===== config.mk =====
export PLATFORM = sky130hd
export DESIGN_NAME = length_prefixed_message_deframer
export DESIGN_NICKNAME = d
export VERILOG_FILES = /design/src/rtl/lpmd_pkg.sv /design/src/rtl/lpmd_front.sv /design/src/rtl/lpmd_queue.sv /design/src/rtl/lpmd_back.sv /design/src/rtl/length_prefixed_message_deframer.sv
export VERILOG_INCLUDE_DIRS = /design/src /design/src/rtl
export SDC_FILE = /design/constraint.sdc
export NUM_CORES = 1
export LEC_CHECK = 0
export BUFFER_PORTS_ARGS = -buffer_cell sky130_fd_sc_hd__buf_4
export CAP_MARGIN = 20
export CELL_PAD_IN_SITES_DETAIL_PLACEMENT = 1
export CELL_PAD_IN_SITES_GLOBAL_PLACEMENT = 2
export CORE_MARGIN = 2
export CORE_UTILIZATION = 44
export CTS_CLUSTER_SIZE = 10
export DETAILED_ROUTE_END_ITERATION = 10
export HOLD_SLACK_MARGIN = 0.03
export PLACE_DENSITY_LB_ADDON = 0.2
export SLEW_MARGIN = 20
export SYNTH_ARGS = -nofsm -noshare
export SYNTH_HDL_FRONTEND = slang
export SYNTH_SLANG_ARGS = --single-unit
export TNS_END_PERCENT = 100

===== constraint.sdc =====
create_clock -name i_clk -period 5.15 [get_ports i_clk]
set_input_delay 0.2575 -clock i_clk [delete_from_list [all_inputs] [get_ports i_clk]]
set_output_delay 0.2575 -clock i_clk [all_outputs]
set_load 0.02 [all_outputs]

===== src/rtl/length_prefixed_message_deframer_defines.svh =====
// ----------------------------------------------------------------------------
// length_prefixed_message_deframer_defines
// assertion macros used by the deframer top module
// ----------------------------------------------------------------------------
`ifndef LENGTH_PREFIXED_MESSAGE_DEFRAMER_DEFINES_SVH
`define LENGTH_PREFIXED_MESSAGE_DEFRAMER_DEFINES_SVH

// same-cycle implication, masked while reset is held
`define LPMD_ASSERT_NOW(label, clk, rst_n, ante, cons) \
    label: assert property (@(posedge clk) disable iff (!(rst_n)) (ante) |-> (cons)) \
        else $error("deframer assertion failed");

// next-cycle implication, checked through reset as well
`define LPMD_ASSERT_NEXT(label, clk, ante, cons) \
    label: assert property (@(posedge clk) (ante) |=> (cons)) \
        else $error("deframer assertion failed");

`endif


===== src/rtl/lpmd_pkg.sv =====
// ----------------------------------------------------------------------------
// lpmd_pkg
// types and constants shared by the deframer front, queue and back
// ----------------------------------------------------------------------------
package lpmd_pkg;

    localparam int HDR_LEN_BYTES = 4;
    localparam int HDR_CNT_W     = 3;
    localparam int LEN_W         = 32;
    localparam int BYTE_W        = 8;
    localparam int QUEUE_DEPTH   = 4;
    localparam int QUEUE_AW      = $clog2(QUEUE_DEPTH);
    localparam int QUEUE_CW      = $clog2(QUEUE_DEPTH + 1);

    typedef enum logic {
        KIND_PAYLOAD = 1'b0,
        KIND_EMPTY   = 1'b1
    } t_kind;

    typedef struct packed {
        t_kind             kind;
        logic [BYTE_W-1:0] opcode;
        logic [LEN_W-1:0]  length;
        logic [BYTE_W-1:0] data;
        logic              first;
        logic              last;
    } t_entry;

    typedef struct packed {
        logic   valid;
        t_entry entry;
    } t_push;

    typedef struct packed {
        logic can_push;
        logic not_empty;
    } t_qstat;

endpackage


===== src/rtl/lpmd_front.sv =====
// ----------------------------------------------------------------------------
// lpmd_front
// takes raw bytes, tracks header and payload position, classifies each byte
// ----------------------------------------------------------------------------
module lpmd_front (
    input  logic                   i_clk,
    input  logic                   i_rst_n,
    input  logic                   i_valid,
    input  logic [7:0]             i_data,
    input  lpmd_pkg::t_qstat       i_qstat,
    output logic                   o_ready,
    output lpmd_pkg::t_push        o_push
);
    import lpmd_pkg::*;

    typedef enum logic {
        PH_HEADER  = 1'b0,
        PH_PAYLOAD = 1'b1
    } t_phase;

    t_phase                r_phase,    n_phase;
    logic [HDR_CNT_W-1:0]  r_hdr_cnt,  n_hdr_cnt;
    logic [LEN_W-1:0]      r_length,   n_length;
    logic [BYTE_W-1:0]     r_opcode,   n_opcode;
    logic [LEN_W-1:0]      r_remain,   n_remain;
    logic                  r_first,    n_first;
    logic                  w_accept;
    logic                  w_last;

    assign o_ready  = i_qstat.can_push;
    assign w_accept = i_valid && i_qstat.can_push;
    assign w_last   = (r_remain <= LEN_W'(1));

    always_comb begin
        n_phase   = r_phase;
        n_hdr_cnt = r_hdr_cnt;
        n_length  = r_length;
        n_opcode  = r_opcode;
        n_remain  = r_remain;
        n_first   = r_first;
        o_push    = '0;
        if (w_accept) begin
            case (r_phase)
                PH_PAYLOAD: begin
                    o_push.valid        = 1'b1;
                    o_push.entry.kind   = KIND_PAYLOAD;
                    o_push.entry.opcode = r_opcode;
                    o_push.entry.length = r_length;
                    o_push.entry.data   = i_data;
                    o_push.entry.first  = r_first;
                    o_push.entry.last   = w_last;
                    n_first = 1'b0;
                    if (r_remain != '0) begin
                        n_remain = r_remain - LEN_W'(1);
                    end
                    if (w_last) begin
                        n_phase   = PH_HEADER;
                        n_hdr_cnt = '0;
                        n_remain  = '0;
                        n_first   = 1'b1;
                    end
                end
                default: begin
                    if (r_hdr_cnt < HDR_CNT_W'(HDR_LEN_BYTES)) begin
                        // big-endian length, shift in low
                        n_length  = {r_length[LEN_W-BYTE_W-1:0], i_data};
                        n_hdr_cnt = r_hdr_cnt + HDR_CNT_W'(1);
                    end else begin
                        n_opcode  = i_data;
                        n_hdr_cnt = '0;
                        n_first   = 1'b1;
                        if (r_length == '0) begin
                            // empty message marker
                            o_push.valid        = 1'b1;
                            o_push.entry.kind   = KIND_EMPTY;
                            o_push.entry.opcode = i_data;
                            o_push.entry.length = r_length;
                            o_push.entry.data   = '0;
                            o_push.entry.first  = 1'b1;
                            o_push.entry.last   = 1'b1;
                            n_phase = PH_HEADER;
                        end else begin
                            n_remain = r_length;
                            n_phase  = PH_PAYLOAD;
                        end
                    end
                end
            endcase
        end
    end

    always_ff @(posedge i_clk) begin
        if (!i_rst_n) begin
            r_phase   <= PH_HEADER;
            r_hdr_cnt <= '0;
            r_length  <= '0;
            r_opcode  <= '0;
            r_remain  <= '0;
            r_first   <= 1'b1;
        end else begin
            r_phase   <= n_phase;
            r_hdr_cnt <= n_hdr_cnt;
            r_length  <= n_length;
            r_opcode  <= n_opcode;
            r_remain  <= n_remain;
            r_first   <= n_first;
        end
    end

endmodule


===== src/rtl/lpmd_queue.sv =====
// ----------------------------------------------------------------------------
// lpmd_queue
// short fifo of classified results between front and back
// ----------------------------------------------------------------------------
module lpmd_queue (
    input  logic               i_clk,
    input  logic               i_rst_n,
    input  lpmd_pkg::t_push    i_push,
    input  logic               i_pop,
    output lpmd_pkg::t_qstat   o_stat,
    output lpmd_pkg::t_entry   o_head
);
    import lpmd_pkg::*;

    t_entry                r_slots [QUEUE_DEPTH];
    logic [QUEUE_AW-1:0]   r_wr_ptr, n_wr_ptr;
    logic [QUEUE_AW-1:0]   r_rd_ptr, n_rd_ptr;
    logic [QUEUE_CW-1:0]   r_count,  n_count;
    logic                  w_push;
    logic                  w_pop;

    assign o_stat.can_push  = (r_count != QUEUE_CW'(QUEUE_DEPTH));
    assign o_stat.not_empty = (r_count != '0);
    assign o_head           = r_slots[r_rd_ptr];

    assign w_push = i_push.valid && o_stat.can_push;
    assign w_pop  = i_pop && o_stat.not_empty;

    always_comb begin
        n_wr_ptr = w_push ? r_wr_ptr + QUEUE_AW'(1) : r_wr_ptr;
        n_rd_ptr = w_pop  ? r_rd_ptr + QUEUE_AW'(1) : r_rd_ptr;
        n_count  = r_count;
        if (w_push && !w_pop) begin
            n_count = r_count + QUEUE_CW'(1);
        end else if (w_pop && !w_push) begin
            n_count = r_count - QUEUE_CW'(1);
        end
    end

    always_ff @(posedge i_clk) begin
        if (w_push) begin
            r_slots[r_wr_ptr] <= i_push.entry;
        end
    end

    always_ff @(posedge i_clk) begin
        if (!i_rst_n) begin
            r_wr_ptr <= '0;
            r_rd_ptr <= '0;
            r_count  <= '0;
        end else begin
            r_wr_ptr <= n_wr_ptr;
            r_rd_ptr <= n_rd_ptr;
            r_count  <= n_count;
        end
    end

endmodule


===== src/rtl/lpmd_back.sv =====
// ----------------------------------------------------------------------------
// lpmd_back
// drains the queue into the registered output stream
// ----------------------------------------------------------------------------
module lpmd_back (
    input  logic               i_clk,
    input  logic               i_rst_n,
    input  lpmd_pkg::t_entry   i_head,
    input  lpmd_pkg::t_qstat   i_qstat,
    output logic               o_pop,
    output logic               o_valid,
    input  logic               i_ready,
    output logic [47:0]        o_data,
    output logic [1:0]         o_user,
    output logic               o_last
);
    import lpmd_pkg::*;

    logic               r_valid;
    logic [47:0]        r_data,  n_data;
    logic [1:0]         r_user,  n_user;
    logic               r_last;
    logic               w_has_payload;

    // load whenever the output slot is free or being taken
    assign o_pop   = i_qstat.not_empty && (!r_valid || i_ready);
    assign o_valid = r_valid;
    assign o_data  = r_data;
    assign o_user  = r_user;
    assign o_last  = r_last;

    always_comb begin
        case (i_head.kind)
            KIND_PAYLOAD: w_has_payload = 1'b1;
            KIND_EMPTY:   w_has_payload = 1'b0;
            default:      w_has_payload = 1'b0;
        endcase
        n_data = {(w_has_payload ? i_head.data : 8'h00), i_head.length, i_head.opcode};
        n_user = {i_head.first, w_has_payload};
    end

    always_ff @(posedge i_clk) begin
        if (!i_rst_n) begin
            r_valid <= 1'b0;
        end else if (o_pop) begin
            r_valid <= 1'b1;
        end else if (i_ready) begin
            r_valid <= 1'b0;
        end
    end

    always_ff @(posedge i_clk) begin
        if (o_pop) begin
            r_data <= n_data;
            r_user <= n_user;
            r_last <= i_head.last;
        end
    end

endmodule


===== src/rtl/length_prefixed_message_deframer.sv =====
// a taken byte's result goes into the result queue, then into the output register
// throughput: one byte per cycle, sustained; the front stalls only when the
// 4-entry result queue is full because the output side is holding back
// header bytes and the opcode of a non-empty message are consumed and give no result
// reset (synchronous, active low) returns to expecting a length header, empties the queue
// ----------------------------------------------------------------------------
// length_prefixed_message_deframer
// splits a byte stream of length/opcode/payload messages into payload and marker results
// ----------------------------------------------------------------------------
`include "length_prefixed_message_deframer_defines.svh"

module length_prefixed_message_deframer (
    input  logic        i_clk,
    input  logic        i_rst_n,
    input  logic        i_s_axis_tvalid,
    output logic        o_s_axis_tready,
    input  logic [7:0]  i_s_axis_tdata,   // data_byte
    output logic        o_m_axis_tvalid,
    input  logic        i_m_axis_tready,
    output logic [47:0] o_m_axis_tdata,   // message_opcode, message_length, payload_byte
    output logic [1:0]  o_m_axis_tuser,   // has_payload, first_of_message
    output logic        o_m_axis_tlast    // last_of_message
);
    import lpmd_pkg::*;

    t_push  w_push;
    t_qstat w_qstat;
    t_entry w_head;
    logic   w_pop;

    lpmd_front u_front (
        .i_clk   (i_clk),
        .i_rst_n (i_rst_n),
        .i_valid (i_s_axis_tvalid),
        .i_data  (i_s_axis_tdata),
        .i_qstat (w_qstat),
        .o_ready (o_s_axis_tready),
        .o_push  (w_push)
    );

    lpmd_queue u_queue (
        .i_clk   (i_clk),
        .i_rst_n (i_rst_n),
        .i_push  (w_push),
        .i_pop   (w_pop),
        .o_stat  (w_qstat),
        .o_head  (w_head)
    );

    lpmd_back u_back (
        .i_clk   (i_clk),
        .i_rst_n (i_rst_n),
        .i_head  (w_head),
        .i_qstat (w_qstat),
        .o_pop   (w_pop),
        .o_valid (o_m_axis_tvalid),
        .i_ready (i_m_axis_tready),
        .o_data  (o_m_axis_tdata),
        .o_user  (o_m_axis_tuser),
        .o_last  (o_m_axis_tlast)
    );

    // empty-message marker is always a single first-and-last result
    `LPMD_ASSERT_NOW(a_marker_framing, i_clk, i_rst_n, o_m_axis_tvalid && !o_m_axis_tuser[0], o_m_axis_tuser[1] && o_m_axis_tlast)
    // marker carries zero length and zero data
    `LPMD_ASSERT_NOW(a_marker_zero, i_clk, i_rst_n, o_m_axis_tvalid && !o_m_axis_tuser[0], o_m_axis_tdata[47:8] == 40'd0)
    // the front never pushes into a full queue
    `LPMD_ASSERT_NOW(a_no_overflow, i_clk, i_rst_n, w_push.valid, w_qstat.can_push)
    // nothing is offered right after reset
    `LPMD_ASSERT_NEXT(a_reset_idle, i_clk, !i_rst_n, !o_m_axis_tvalid)

endmodule


Word-level counts from Yosys, hierarchy flattened
Memory sizes are Yosys's and may differ from the RTL's. A register that Yosys moved wholly into a read port is not among the register bits.
Cells that the tools add are included.
{ "classes": {"bitwise": 3, "add_sub_neg": 6, "muxes": 28, "n_lt_le_gt_ge": 2, "eq_ne": 5, "reduce_logical": 20} }
{ "ops": {"columns": ["operator", "count"], "rows": [
  ["2-to-1 mux 52 bit", 4],
  ["2-to-1 mux 32 bit", 5],
  ["less-or-equal comparator 32 x 1 -> 1 bit, second input constant", 1],
  ["logical NOT 32 bit", 1],
  ["nonzero test 32 bit", 1],
  ["subtractor 32 x 1 -> 32 bit, second input constant", 1],
  ["2-to-1 mux 3 bit", 5],
  ["2-to-1 mux 1 bit", 11],
  ["adder 3 x 1 -> 3 bit, second input constant", 2],
  ["logical AND 1 bit", 6],
  ["inequality test 3 bit, second input constant", 2],
  ["AND reduction 3 bit", 2],
  ["adder 2 x 1 -> 2 bit, second input constant", 2],
  ["2-to-1 mux 2 bit", 2],
  ["inequality test 2 x 1 -> 1 bit, second input constant", 2],
  ["AND reduction 2 bit", 2],
  ["AND reduction 4 bit", 1],
  ["nonzero test 2 bit", 2],
  ["logical NOT 1 bit", 3],
  ["< comparator 3 bit, second input constant", 1],
  ["inverter 1 bit", 3],
  ["nonzero test 3 bit", 1],
  ["subtractor 3 x 1 -> 3 bit, second input constant", 1],
  ["inequality test 2 bit, second input constant", 1],
  ["2 further kinds", 2]
]} }
{ "word_totals": {"ram_bits": 204, "register_bits": 136, "wordCells": 79, "inputBits": 12, "mem_count": 1} }
{ "memory_table": {"columns": ["memory", "words", "word_bits", "read_ports", "rd_ports_with_merged_regs", "wr", "line", "rtl"], "rows": [
  ["u_queue.r_slots", 4, 51, 1, 1, 1, "lpmd_queue.sv:15", "t_entry r_slots [QUEUE_DEPTH];"]
]} }

Longest topological paths before layout
Gate-level depths: netlist (run 1).
{ "depth": {"word_depth": 10, "ltp_mapped": 12, "ltp_nobuf": 10} }

By module
A second synthesis (run 1) with hierarchy kept.
{ "hier_totals": {"hier_cells": 931, "hier_area_um2": 13738.2} }
{ "by_module_without_submodules": {"columns": ["mod", "cells_each", "instances", "seq_area_each_um2", "area_each_um2"], "rows": [
  ["lpmd_queue", 315, 1, 6306.0, 7913.8],
  ["lpmd_front", 552, 1, 1541.5, 4191.5],
  ["lpmd_back", 64, 1, 1551.5, 1632.8]
]} }

Worst setup path before layout (run 1)
OpenSTA, ideal clock, no wires.
{ "synth_timing": {"kind": "register -> register", "startpoint": "register u_queue.r_count[0]", "endpoint": "register u_queue.r_count[2]", "n_path_buf": 0, "t_required_ns": 5.080, "arrival_time_ns": 4.299, "setup_slack_ns": 0.780, "setup_ns": 0.070, "period_less_slack_ns": 4.370, "path_stages_with_launch": 10, "cell_sequence": "dfxtp_1 > nor3_1 > a21oi_1 > inv_1 > ha_1 > inv_1 > fa_1 > xor2_1 > or3_1 > a21oi_1"} }
{ "synth_rtl": {"columns": ["element", "line", "rtl"], "rows": [
  ["start, declared", "lpmd_queue.sv:18", "logic [QUEUE_CW-1:0] r_count, n_count;"],
  ["start signal, assigned", "lpmd_queue.sv:54", "r_count <= n_count;"],
  ["nonzero test 3 bit *", "lpmd_queue.sv:23", "assign o_stat.not_empty = (r_count != '0);"],
  ["logical AND 1 bit *", "lpmd_back.sv:26", "assign o_pop = i_qstat.not_empty && (!r_valid || i_ready);"],
  ["net u_back.o_pop", "lpmd_back.sv:10", "output logic o_pop,"],
  ["logical AND 1 bit *", "lpmd_queue.sv:27", "assign w_pop = i_pop && o_stat.not_empty;"],
  ["logical NOT 1 bit", "lpmd_queue.sv:33", "if (w_push && !w_pop) begin"],
  ["logical AND 1 bit", "lpmd_queue.sv:33", null],
  ["2-to-1 mux 3 bit or nonzero test 2 bit (tied branches)", null, null]
]} }
The timed path passes the listed nets; every way through them passes the cells marked *. The select of a mux whose other input is x is not followed.
A chain may end at the register's enable or synchronous reset.

Final worst setup path (run 1)
{ "layout_timing": {"startpoint": "register u_queue.r_count[0]", "endpoint": "register u_front.r_length[23]"} }
{ "layout_between": {"elab_chain_cells": 3} }
{ "layout_lines": {"columns": ["element", "line", "rtl"], "rows": [
  ["inequality test 3 bit", "lpmd_queue.sv:22", "assign o_stat.can_push = (r_count != QUEUE_CW'(QUEUE_DEPTH));"],
  ["logical AND 1 bit", "lpmd_front.sv:31", "assign w_accept = i_valid && i_qstat.can_push;"],
  ["AND reduction 3 bit (no line)", null, null],
  ["end signal, assigned", "lpmd_front.sv:103", "r_length <= n_length;"],
  ["end, declared", "lpmd_front.sv:23", "logic [LEN_W-1:0] r_length, n_length;"]
]} }
Every way passes these cells.

==> results of run 1 <==
==> sequential cells by signal, indices dropped and copies added, names as in the netlist, 2 cells and up, named ones only <==
register           cells
u_back.o_data         48
u_front.r_length      32
u_front.r_hdr_cnt      3
u_queue.r_count        3
u_front.r_opcode       8
u_back.o_user          2
u_queue.r_rd_ptr       2
u_queue.r_slots      204
u_front.r_remain      32
u_queue.r_wr_ptr       2
==> metal layers <==
layer	vias to the layer above	routed length [microns]
li1	3984	-
met1	4538	16400
met2	234	16800
met3	53	1600
met4	0	642
met5	-	0
==> kinds of logic (layout without fill, tap and decap cells) <==
family,count (synthesis),in the layout
xor+xnor,4,4
fa+ha+maj,9,9
compound gates,193,193
simple gates,299,299
buf+inv,77,181
mux,53,53
flops,342,342
==> repair_timing <==
item | CTS | global route
setup endpoints to repair | 0 | 0
gates resized for setup | 0 | 0
endpoints found under the hold margin | 14 | 0
hold buffers | 9 | 0
==> cells in the mapped netlist (3+ instances only) <==
cell and instances:
clkbuf_1 55, nor2_1 27, o22ai_1 15, nand3_1 11, edfxtp_1 255, o21ai_0 29, xor2_1 3, a32oi_1 11
buf_1 6, a211oi_1 4, and3_1 44, or3_1 6, nor4_1 23, ha_1 8, a21oi_1 76, and2_1 3
a31oi_1 13, a32o_1 3, dfxtp_1 87, nor2b_1 12, a22oi_1 8, or4_1 9, o21a_1 3, nor3_1 19
nor3b_1 3, inv_1 12, nand4_1 13, nand2_1 115, a22o_1 8, mux4_2 51
==> worst min-delay path by stage <==
stage                                            end  slack [ps]  cells past startpoint
floorplan           u_front.r_opcode[0]$_SDFFE_PN0P_         390                      2
global route            u_front.r_first$_SDFFE_PN1P_          90                      2
global placement    u_front.r_opcode[1]$_SDFFE_PN0P_         440                      2
CTS                     u_front.r_first$_SDFFE_PN1P_          70                      2
finish                  u_front.r_first$_SDFFE_PN1P_          90                      2
detailed placement  u_front.r_opcode[0]$_SDFFE_PN0P_         450                      2
==> cell type report <==
class	instances	area (sq um)	share of cell area
sequential	342	9400	0.589
tap	396	495	0.0310
clock inverter	5	37.5	0.00235
inverter	13	48.8	0.00305
timing repair buffer	97	751	0.0470
clock buffer	66	1100	0.0688
multi-input combinational	558	4140	0.259
==> power breakdown <==
group	leakage (nW)	total (mW)	switching, mW	internal (mW)
sequential	3.13	3.49	0.172	3.32
combinational	1.93	1.58	0.891	0.686
clock	0.542	2.50	1.05	1.45
total	5.59	7.56	2.11	5.45
==> stage by stage <==
stage / instances / power, mW / area (sq um) / hold WS (ps) / setup slack, ps
after global routing: 1477 / 7.88 / 16000 / 93.8 / 1570
after detailed placement: 1397 / 5.15 / 14700 / 449 / 1910
after floorplan: 977 / 4.54 / 13800 / 393 / 780
after global placement: 1397 / 5.11 / 14700 / 441 / 1980
after CTS: 1477 / 7.67 / 16000 / 73.1 / 1850
final: 1477 / 7.56 / 16000 / 91.4 / 1870
==> impl_metrics.tcl, run 1 <==
set metrics [dict create \
    ys_types 65 \
    tns_ps 0 \
    layout_worst_path_cycle_share 0.637 \
    first_pass_iters 5 \
    h-tree-depth 2 \
    via_per_inst 5.96 \
    startpoint "u_queue.r_count[0]$_SDFFE_PN0P_" \
    num_antenna_cells 0 \
    cts_tree "yes" \
    cp_max_fo 27 \
    p_leak_nw 5.59 \
    synth_xor_area_frac 0.00254 \
    syn2layout_area_growth_pct 15.8 \
    critical-path-max-stage-delay_ps 870 \
    fmax_mhz 305 \
    finalCriticalPeriod_ps 3280 \
    drc 0 \
    via_count 8809 \
    grt_pass1_vias 9162 \
    reg2reg_slack_ps 1870 \
    die-area_sq_um 32800 \
    routedWlPerCell_microns 23.9 \
    drive_gt1_frac 0.187 \
    timing.rr.start "u_queue.r_count[0]$_SDFFE_PN0P_" \
    cts.clk_slew.worst_paths_ps 60 \
    timing.reg2reg.worst_path_depth 7 \
    grt.busiest_layer "met2" \
    layout_commonest_cell "edfxtp_1" \
    hold_path_class "input port to flop" \
    ant_nets 0 \
    power.density_nw_per_um2 473 \
    hold_violations 0 \
    async_flop_share 0 \
    crit_family "simple AND/OR/NAND/NOR gates" \
    use_met2 0.356 \
    cp-endpoint "u_front.r_length[23]$_SDFFE_PN0P_" \
    syn-num-nets 998 \
    critical_path_class "flop to flop" \
    grt-ovfl-total 0 \
    synth_fa_ha_area_frac 0.00871 \
    synthCells 977 \
    synthMuxAreaShare 0.0847 \
    synth-edff-count 255 \
    drv_slew 0 \
    worst_setup_path_start_kind "flop" \
    netlist_area_sq_um 13800 \
    synth-compound-area-share 0.0888 \
    cap_viol_max_count 0 \
    final_cell_mix "edfxtp_1, nand2_1, buf_4, dfxtp_1, a21oi_1" \
    synth_top_area_share 0.555 \
    cts_sinks 342 \
    place.gp.congestion 0.812 \
    dp_hpwl_mm 23.0 \
    fp.dieH_microns 181 \
    cts_buffer_depth 3 \
    ys_seq_elements 342 \
    yosys.area_share.simple 0.112 \
    cpMaxStageDelayCell "or3_1" \
    cpMostUsedCell "nand2_1" \
    hold_start "i_rst_n" \
    path_cells "nor3b_1 -> inv_1 -> nand2_1 -> or3_1 -> buf_4 -> nand2_1 -> a21oi_1" \
    crit_cells 7 \
    rr_endpoint "u_front.r_length[23]$_SDFFE_PN0P_" \
    ir_drop_uv 229 \
    cts_post_setup_buffers_inserted 0 \
    io_buffers 64 \
    io_pins 65 \
    drt_wl_total_mm 35.4 \
    core.rowCount 64 \
    antenna_found_initial 0 \
    drtIter0Drc 738 \
    cp-end-kind "flop" \
    clock_latency_ps 520 \
    nFillCells 3039 \
    rsz0062_at_grt "false" \
    ys_seq_area_frac 0.681 \
    fp.dieW_microns 181 \
    outcome "finished, final reports clean" \
    crit_arrival_ps 3710 \
    cts-root-buf "clkbuf_16" \
    syn_avg_cell_area_sq_um 14.1 \
    grt_max_degree 70 \
    worstMarginPinSlew_ps 1260 \
    grt_use_met1 0.314 \
    grt_usage 0.219 \
    fin_util 0.519 \
    slew_headroom 0.155 \
    synth_top_family_by_area "simple AND/OR/NAND/NOR gates" \
    setup_violations 0 \
    core_sq_um 30700 \
    grt_first_pass_wirelength_mm 55.2 \
    grt_use_met3 0.0306 \
    synth_area_leaders "edfxtp_1, dfxtp_1, mux4_2" \
    start_util 0.449 \
    critPathBufInv 2 \
    critPathRequiredTime_ps 5580 \
    cts_made_buffers 40 \
    final_nets 1073 \
    ys.flop_type "edfxtp_1" \
    yosysTopAreaCell "edfxtp_1" \
    finalClockSkew_ps 20.3 \
    yosys_warnings 0 \
]
Power figures use the tool's default switching activity.
==> inputs of run 2 (changes only) <==
ABC_AREA = 1   (was unset)
CORE_UTILIZATION = 40   (was 44)
clock period = 3.45 ns   (was 5.15 ns; I/O delays follow)
==> impl_metrics.tcl, run 2 <==
set metrics [dict create \
    ys_seq_elements 342 \
    cts_post_setup_buffers_inserted 0 \
    finalCriticalPeriod_ps 2530 \
    drv_slew 0 \
    largest_register_ffs 204 \
    grt_max_degree 75 \
    antenna_found_initial 0 \
    regMostFlops "u_queue.r_slots" \
    drt_wl_total_mm 36.8 \
    start_util 0.403 \
    cp_max_fo 9 \
    outcome "finished, final reports clean" \
    rr_endpoint "u_queue.r_count[2]$_SDFFE_PN0P_" \
    synth_top_area_share 0.538 \
    num_antenna_cells 0 \
    ys_seq_area_frac 0.661 \
    first_pass_iters 5 \
    layout_worst_path_cycle_share 0.735 \
    ys.flop_type "edfxtp_1" \
    grt-ovfl-total 0 \
    cts_made_buffers 41 \
    io_pins 65 \
    core_sq_um 35300 \
    clock_latency_ps 550 \
    routedWlPerCell_microns 18.8 \
    via_per_inst 5.12 \
    cts_sinks 342 \
    drtIter0Drc 672 \
    crit_arrival_ps 2960 \
    cts.clk_slew.worst_paths_ps 60 \
    grt_pass1_vias 10300 \
    setup_violations 0 \
    worstHoldPathCells 3 \
    nFillCells 3931 \
    drc 0 \
    final_nets 1490 \
    finalClockSkew_ps 23.4 \
    hold_violations 0 \
    grt_usage 0.205 \
    cts-root-buf "clkbuf_16" \
    worst_setup_path_start_kind "flop" \
    die-area_sq_um 37100 \
    slew_headroom 0.348 \
    timing.reg2reg.worst_path_depth 14 \
    ir_drop_uv 501 \
    timing.rr.start "u_front.r_length[4]$_SDFFE_PN0P_" \
    fp.dieH_microns 193 \
    tns_ps 0 \
    drive_gt1_frac 0.108 \
    fp.dieW_microns 193 \
    p_leak_nw 6.40 \
    stdcell_area_sq_um 16500 \
    cts_buffer_depth 3 \
    post_dp_cell_area_sq_um 15300 \
    yosys_warnings 0 \
    final.setup.worst_slack_ps 916 \
    io_buffers 64 \
    cp-end-kind "flop" \
    ys_types 31 \
    h-tree-depth 2 \
    syn_avg_cell_area_sq_um 10.2 \
    syn-num-nets 1420 \
    cts_resized 0 \
    hold_start "i_s_axis_tdata[0]" \
    async_flop_share 0 \
    critPathRequiredTime_ps 3870 \
    layout_commonest_cell "nor2_1" \
    place.gp.congestion 0.809 \
    critical_path_class "flop to flop" \
    worst_hold_path.endpoint "u_front.r_length[0]$_SDFFE_PN0P_" \
    cts_tree "yes" \
    worstMarginPinSlew_ps 976 \
    final_cell_mix "nor2_1, edfxtp_1, nand2_1, o21ai_0, inv_1" \
    grt_first_pass_wirelength_mm 58.1 \
    fin_total_pwr_mw 13.3 \
    synthCells 1399 \
    netlist_area_sq_um 14200 \
    fmax_mhz 395 \
    power.density_nw_per_um2 807 \
    reg2reg_slack_ps 920 \
    via_count 10000 \
    yosysMostFrequentCell "nor2_1" \
    rsz0062_at_grt "false" \
    dp_hpwl_mm 23.9 \
    syn2layout_area_growth_pct 16.4 \
    hold_path_class "input port to flop" \
    synth_area_leaders "edfxtp_1, dfxtp_1, nor2_1" \
    ant_nets 0 \
    place_ws_ps 909 \
    yosysTopAreaCell "edfxtp_1" \
    core.rowCount 69 \
    synth-edff-count 255 \
    startpoint "u_front.r_length[4]$_SDFFE_PN0P_" \
    synth_common_cells "nor2_1, edfxtp_1, nand2_1, o21ai_0, inv_1" \
    cap_viol_max_count 0 \
]
[run 2: changes by cell type after synthesis, sizes merged, moves of 41 or more]
cell / before / now
nor2: 27 / 309
o21ai: 30 / 156
inv: 13 / 125
nand2: 115 / 181
mux4: 51 / 0
and3: 44 / 0
o22ai: 15 / 56
[run 2: where the power goes]
group	switching, mW	internal (mW)	total (mW)
Clock	1.62	2.30	3.92
Combinational	2.76	1.29	4.05
Sequential	0.252	5.13	5.38
Total	4.63	8.71	13.3
[run 2: worst max-delay path, stage by stage (launching register included)]
cell and delay (ps):
dfxtp_1 350, nor2_1 120, nand3_1 70, nor2_1 170
nand2_2 110, nor2_8 190, o21ai_4 150, inv_1 130
ha_1 150, inv_1 70, fa_1 430, a21oi_1 140
o21ai_0 110, o21ai_0 160, a21oi_1 50
[run 2: layout make-up]
cell class	instances	area [sq um]	share of cell area
well taps	461	577	0.0349
inverters	125	469	0.0284
multi-input cells	863	4090	0.247
repair buffers	96	798	0.0482
flip-flops and latches	342	9400	0.568
clock inverters	4	46.3	0.00280
clock buffers	71	1170	0.0706
[run 2: kinds of logic after synthesis]
kind of cell | share of synthesized area
adder cells (fa/ha/maj) | 0.00845
flip-flops | 0.661
AND/OR/NAND/NOR | 0.152
buffers and inverters | 0.0553
XOR/XNOR | 0.0136
AO/OA/AOI/OAI | 0.109
[run 2: metrics by stage]
stage	hold slack (ps)	util	cells
global placement	457	0.433	1881
detailed placement	466	0.433	1881
finish	42.0	0.469	1962
CTS	31.2	0.469	1962
floorplan	341	-	1399
global route	43.6	0.469	1962
[run 2: what timing repair did]
action	4_1_cts	5_1_grt
endpoints found under the hold margin	8	0
setup endpoints to repair	0	0
hold buffers	6	0
[run 2: layer usage]
layer / part of all wire / track usage
met1: 0.48 / 0.286
met2: 0.47 / 0.336
met3: 0.036 / 0.0302
met4: 0.016 / 0.0493
met5: 0 / 0
[run 2: worst max path at each step]
stage                                           end  slack, ps
floorplan           u_queue.r_slots[0][0]$_DFFE_PP_       -410
global placement    u_queue.r_count[2]$_SDFFE_PN0P_        950
detailed placement  u_queue.r_count[2]$_SDFFE_PN0P_        910
CTS                 u_queue.r_count[2]$_SDFFE_PN0P_        890
global route        u_queue.r_count[2]$_SDFFE_PN0P_        700
finish              u_queue.r_count[2]$_SDFFE_PN0P_        920
==> inputs of run 3 (changes only) <==
ABC_AREA = 0   (was 1)
CORE_UTILIZATION = 44   (was 40)
clock period = 2.5 ns   (was 3.45 ns; I/O delays follow)
==> impl_metrics.tcl, run 3 (synthesis results as in run 1) <==
set metrics [dict create \
    outcome "finished, final reports clean" \
    fmax_mhz 406 \
    antenna_found_initial 0 \
    cpMaxStageDelayCell "fa_2" \
    rr_endpoint "u_queue.r_count[2]$_SDFFE_PN0P_" \
    worst_hold_path.endpoint "u_front.r_remain[28]$_SDFFE_PN0P_" \
    core.rowCount 64 \
    worstHoldPathCells 4 \
    syn2layout_area_growth_pct 23.2 \
    layout_commonest_cell "edfxtp_1" \
    critPathRequiredTime_ps 2970 \
    cts_tree "yes" \
    critical-path-max-stage-delay_ps 370 \
    finalCriticalPeriod_ps 2460 \
    critical_path_class "flop to flop" \
    core_sq_um 30700 \
    power.density_nw_per_um2 952 \
    slew_headroom 0.457 \
    crit_family "simple AND/OR/NAND/NOR gates" \
    worst_setup_path_start_kind "flop" \
    num_antenna_cells 0 \
    clock_latency_ps 540 \
    worstMarginPinSlew_ps 812 \
    layout_worst_path_cycle_share 0.985 \
    grt_max_degree 71 \
    layout.cells.non_filler 1568 \
    grt-ovfl-total 0 \
    start_util 0.449 \
    reg2reg_slack_ps 40 \
    dp_hpwl_mm 23.9 \
    first_pass_iters 5 \
    timing.reg2reg.worst_path_depth 10 \
    final_cell_mix "edfxtp_1, buf_4, nand2_1, dfxtp_1, a21oi_1" \
    cts_sinks 342 \
    ir_drop_uv 510 \
    nFillCells 3027 \
    rsz0062_at_grt "true" \
    crit_arrival_ps 2930 \
    hold_violations 0 \
    die-area_sq_um 32800 \
    multi_input_area_sq_um 4280 \
    critPathBufInv 1 \
    hold_path_class "input port to flop" \
    drc 0 \
    cts-root-buf "clkbuf_16" \
    place.gp.congestion 0.876 \
    setup_violations 0 \
    drive_gt1_frac 0.270 \
    hold_start "i_s_axis_tvalid" \
    final_nets 1160 \
    cp_max_fo 2 \
    largest_register_ffs 204 \
    cts_buffer_depth 3 \
    placed_cells 1480 \
    tns_ps 0 \
    fin_total_pwr_mw 16.2 \
    drv_slew 0 \
    ant_nets 0 \
    grt_usage 0.226 \
    h-tree-depth 2 \
    cp-end-kind "flop" \
    drt_wl_total_mm 36.6 \
    regMostFlops "u_queue.r_slots" \
    drtIter0Drc 803 \
    via_per_inst 5.83 \
    fp.dieH_microns 181 \
    seq_area_sq_um 9410 \
    via_count 9143 \
    grt_first_pass_wirelength_mm 57.4 \
    timing.rr.start "u_front.r_length[24]$_SDFFE_PN0P_" \
    cts.clk_slew.worst_paths_ps 60 \
    io_pins 65 \
    path_cells "nor4_4 -> and4_4 -> a21oi_4 -> nor2_4 -> ha_2 -> inv_2 -> fa_2 -> xor2_1 -> or3_1 -> a21oi_2" \
    fp.dieW_microns 181 \
    io_buffers 64 \
    routedWlPerCell_microns 23.3 \
    p_leak_nw 6.18 \
    finalClockSkew_ps 16.3 \
    cap_viol_max_count 0 \
    cts_made_buffers 41 \
    grt_pass1_vias 9494 \
]
## run 3: changes by cell type in the layout (fill, tap and decap cells not counted), moves of 15 or more
cell / change
o21ai_0: -127
nor2_1: -277
nand2_1: -61
inv_1: -110
nand3_1: -38
xor2_1: -19
nor3_1: +16
buf_4: +77
and3_1: +40
o22ai_1: -41
nor4_1: +15
mux4_2: +51
## run 3: power breakdown
group	internal (mW)	total (mW)	switching [mW]	leakage, nW
Combinational	1.64	3.65	2.01	2.45
Sequential	6.82	7.10	0.275	3.13
Clock	3.21	5.45	2.24	0.595
Total	11.7	16.2	4.53	6.18
## run 3: stage by stage
stage          utilization  area (sq um)  hold slack (ps)  worst slack, ps
2_1_floorplan            -         13900              261             18.6
3_3_place_gp         0.506         15600              405             7.65
3_5_place_dp         0.506         15600              410            -84.2
4_1_cts              0.550         16900              233             17.7
5_1_grt              0.553         17000              271            -81.0
6_report             0.553         17000              232             36.5
## run 3: timing repair
action | CTS | global route
pin swaps | 4 | 9
gates resized for setup | 5 | 12
endpoints found under the setup margin | 1 | 54
hold endpoints to repair | 50 | 0
hold buffers | 10 | 0
setup buffers | 0 | 2
## run 3: worst max-delay path by stage
stage / start / to / slack [ps] / cells after the start
finish: u_front.r_length[24]$_SDFFE_PN0P_ / u_queue.r_count[2]$_SDFFE_PN0P_ / 40 / 10
global route: u_front.r_length[24]$_SDFFE_PN0P_ / u_queue.r_count[2]$_SDFFE_PN0P_ / -80 / 10
CTS: u_front.r_length[30]$_SDFFE_PN0P_ / u_queue.r_count[2]$_SDFFE_PN0P_ / 20 / 10
detailed placement: u_front.r_length[27]$_SDFFE_PN0P_ / u_queue.r_count[2]$_SDFFE_PN0P_ / -80 / 10
global placement: u_front.r_length[19]$_SDFFE_PN0P_ / u_queue.r_count[2]$_SDFFE_PN0P_ / 8 / 10
floorplan: u_queue.r_count[0]$_SDFFE_PN0P_ / u_queue.r_count[2]$_SDFFE_PN0P_ / 20 / 9
## run 3: metal layers
layer | vias up | share of wire | global-route usage
met1 | 4751 | 0.47 | 0.326
li1 | 4161 | - | -
met2 | 189 | 0.48 | 0.367
met4 | 0 | 0.014 | 0.0472
met5 | - | 0 | 0
met3 | 42 | 0.039 | 0.0327
## run 3: final cells by class
class | count | area share
well taps | 396 | 0.0291
flip-flops and latches | 342 | 0.553
multi-input cells | 558 | 0.252
clock inverters | 6 | 0.00331
repair buffers | 183 | 0.0903
clock buffers | 70 | 0.0692
inverters | 13 | 0.00287
## run 3: tightest hold or removal path: cells and delay by family
family | cells | cell delay (ps)
simple gates | 2 | 390
buf+inv | 1 | 120
compound gates | 1 | 60
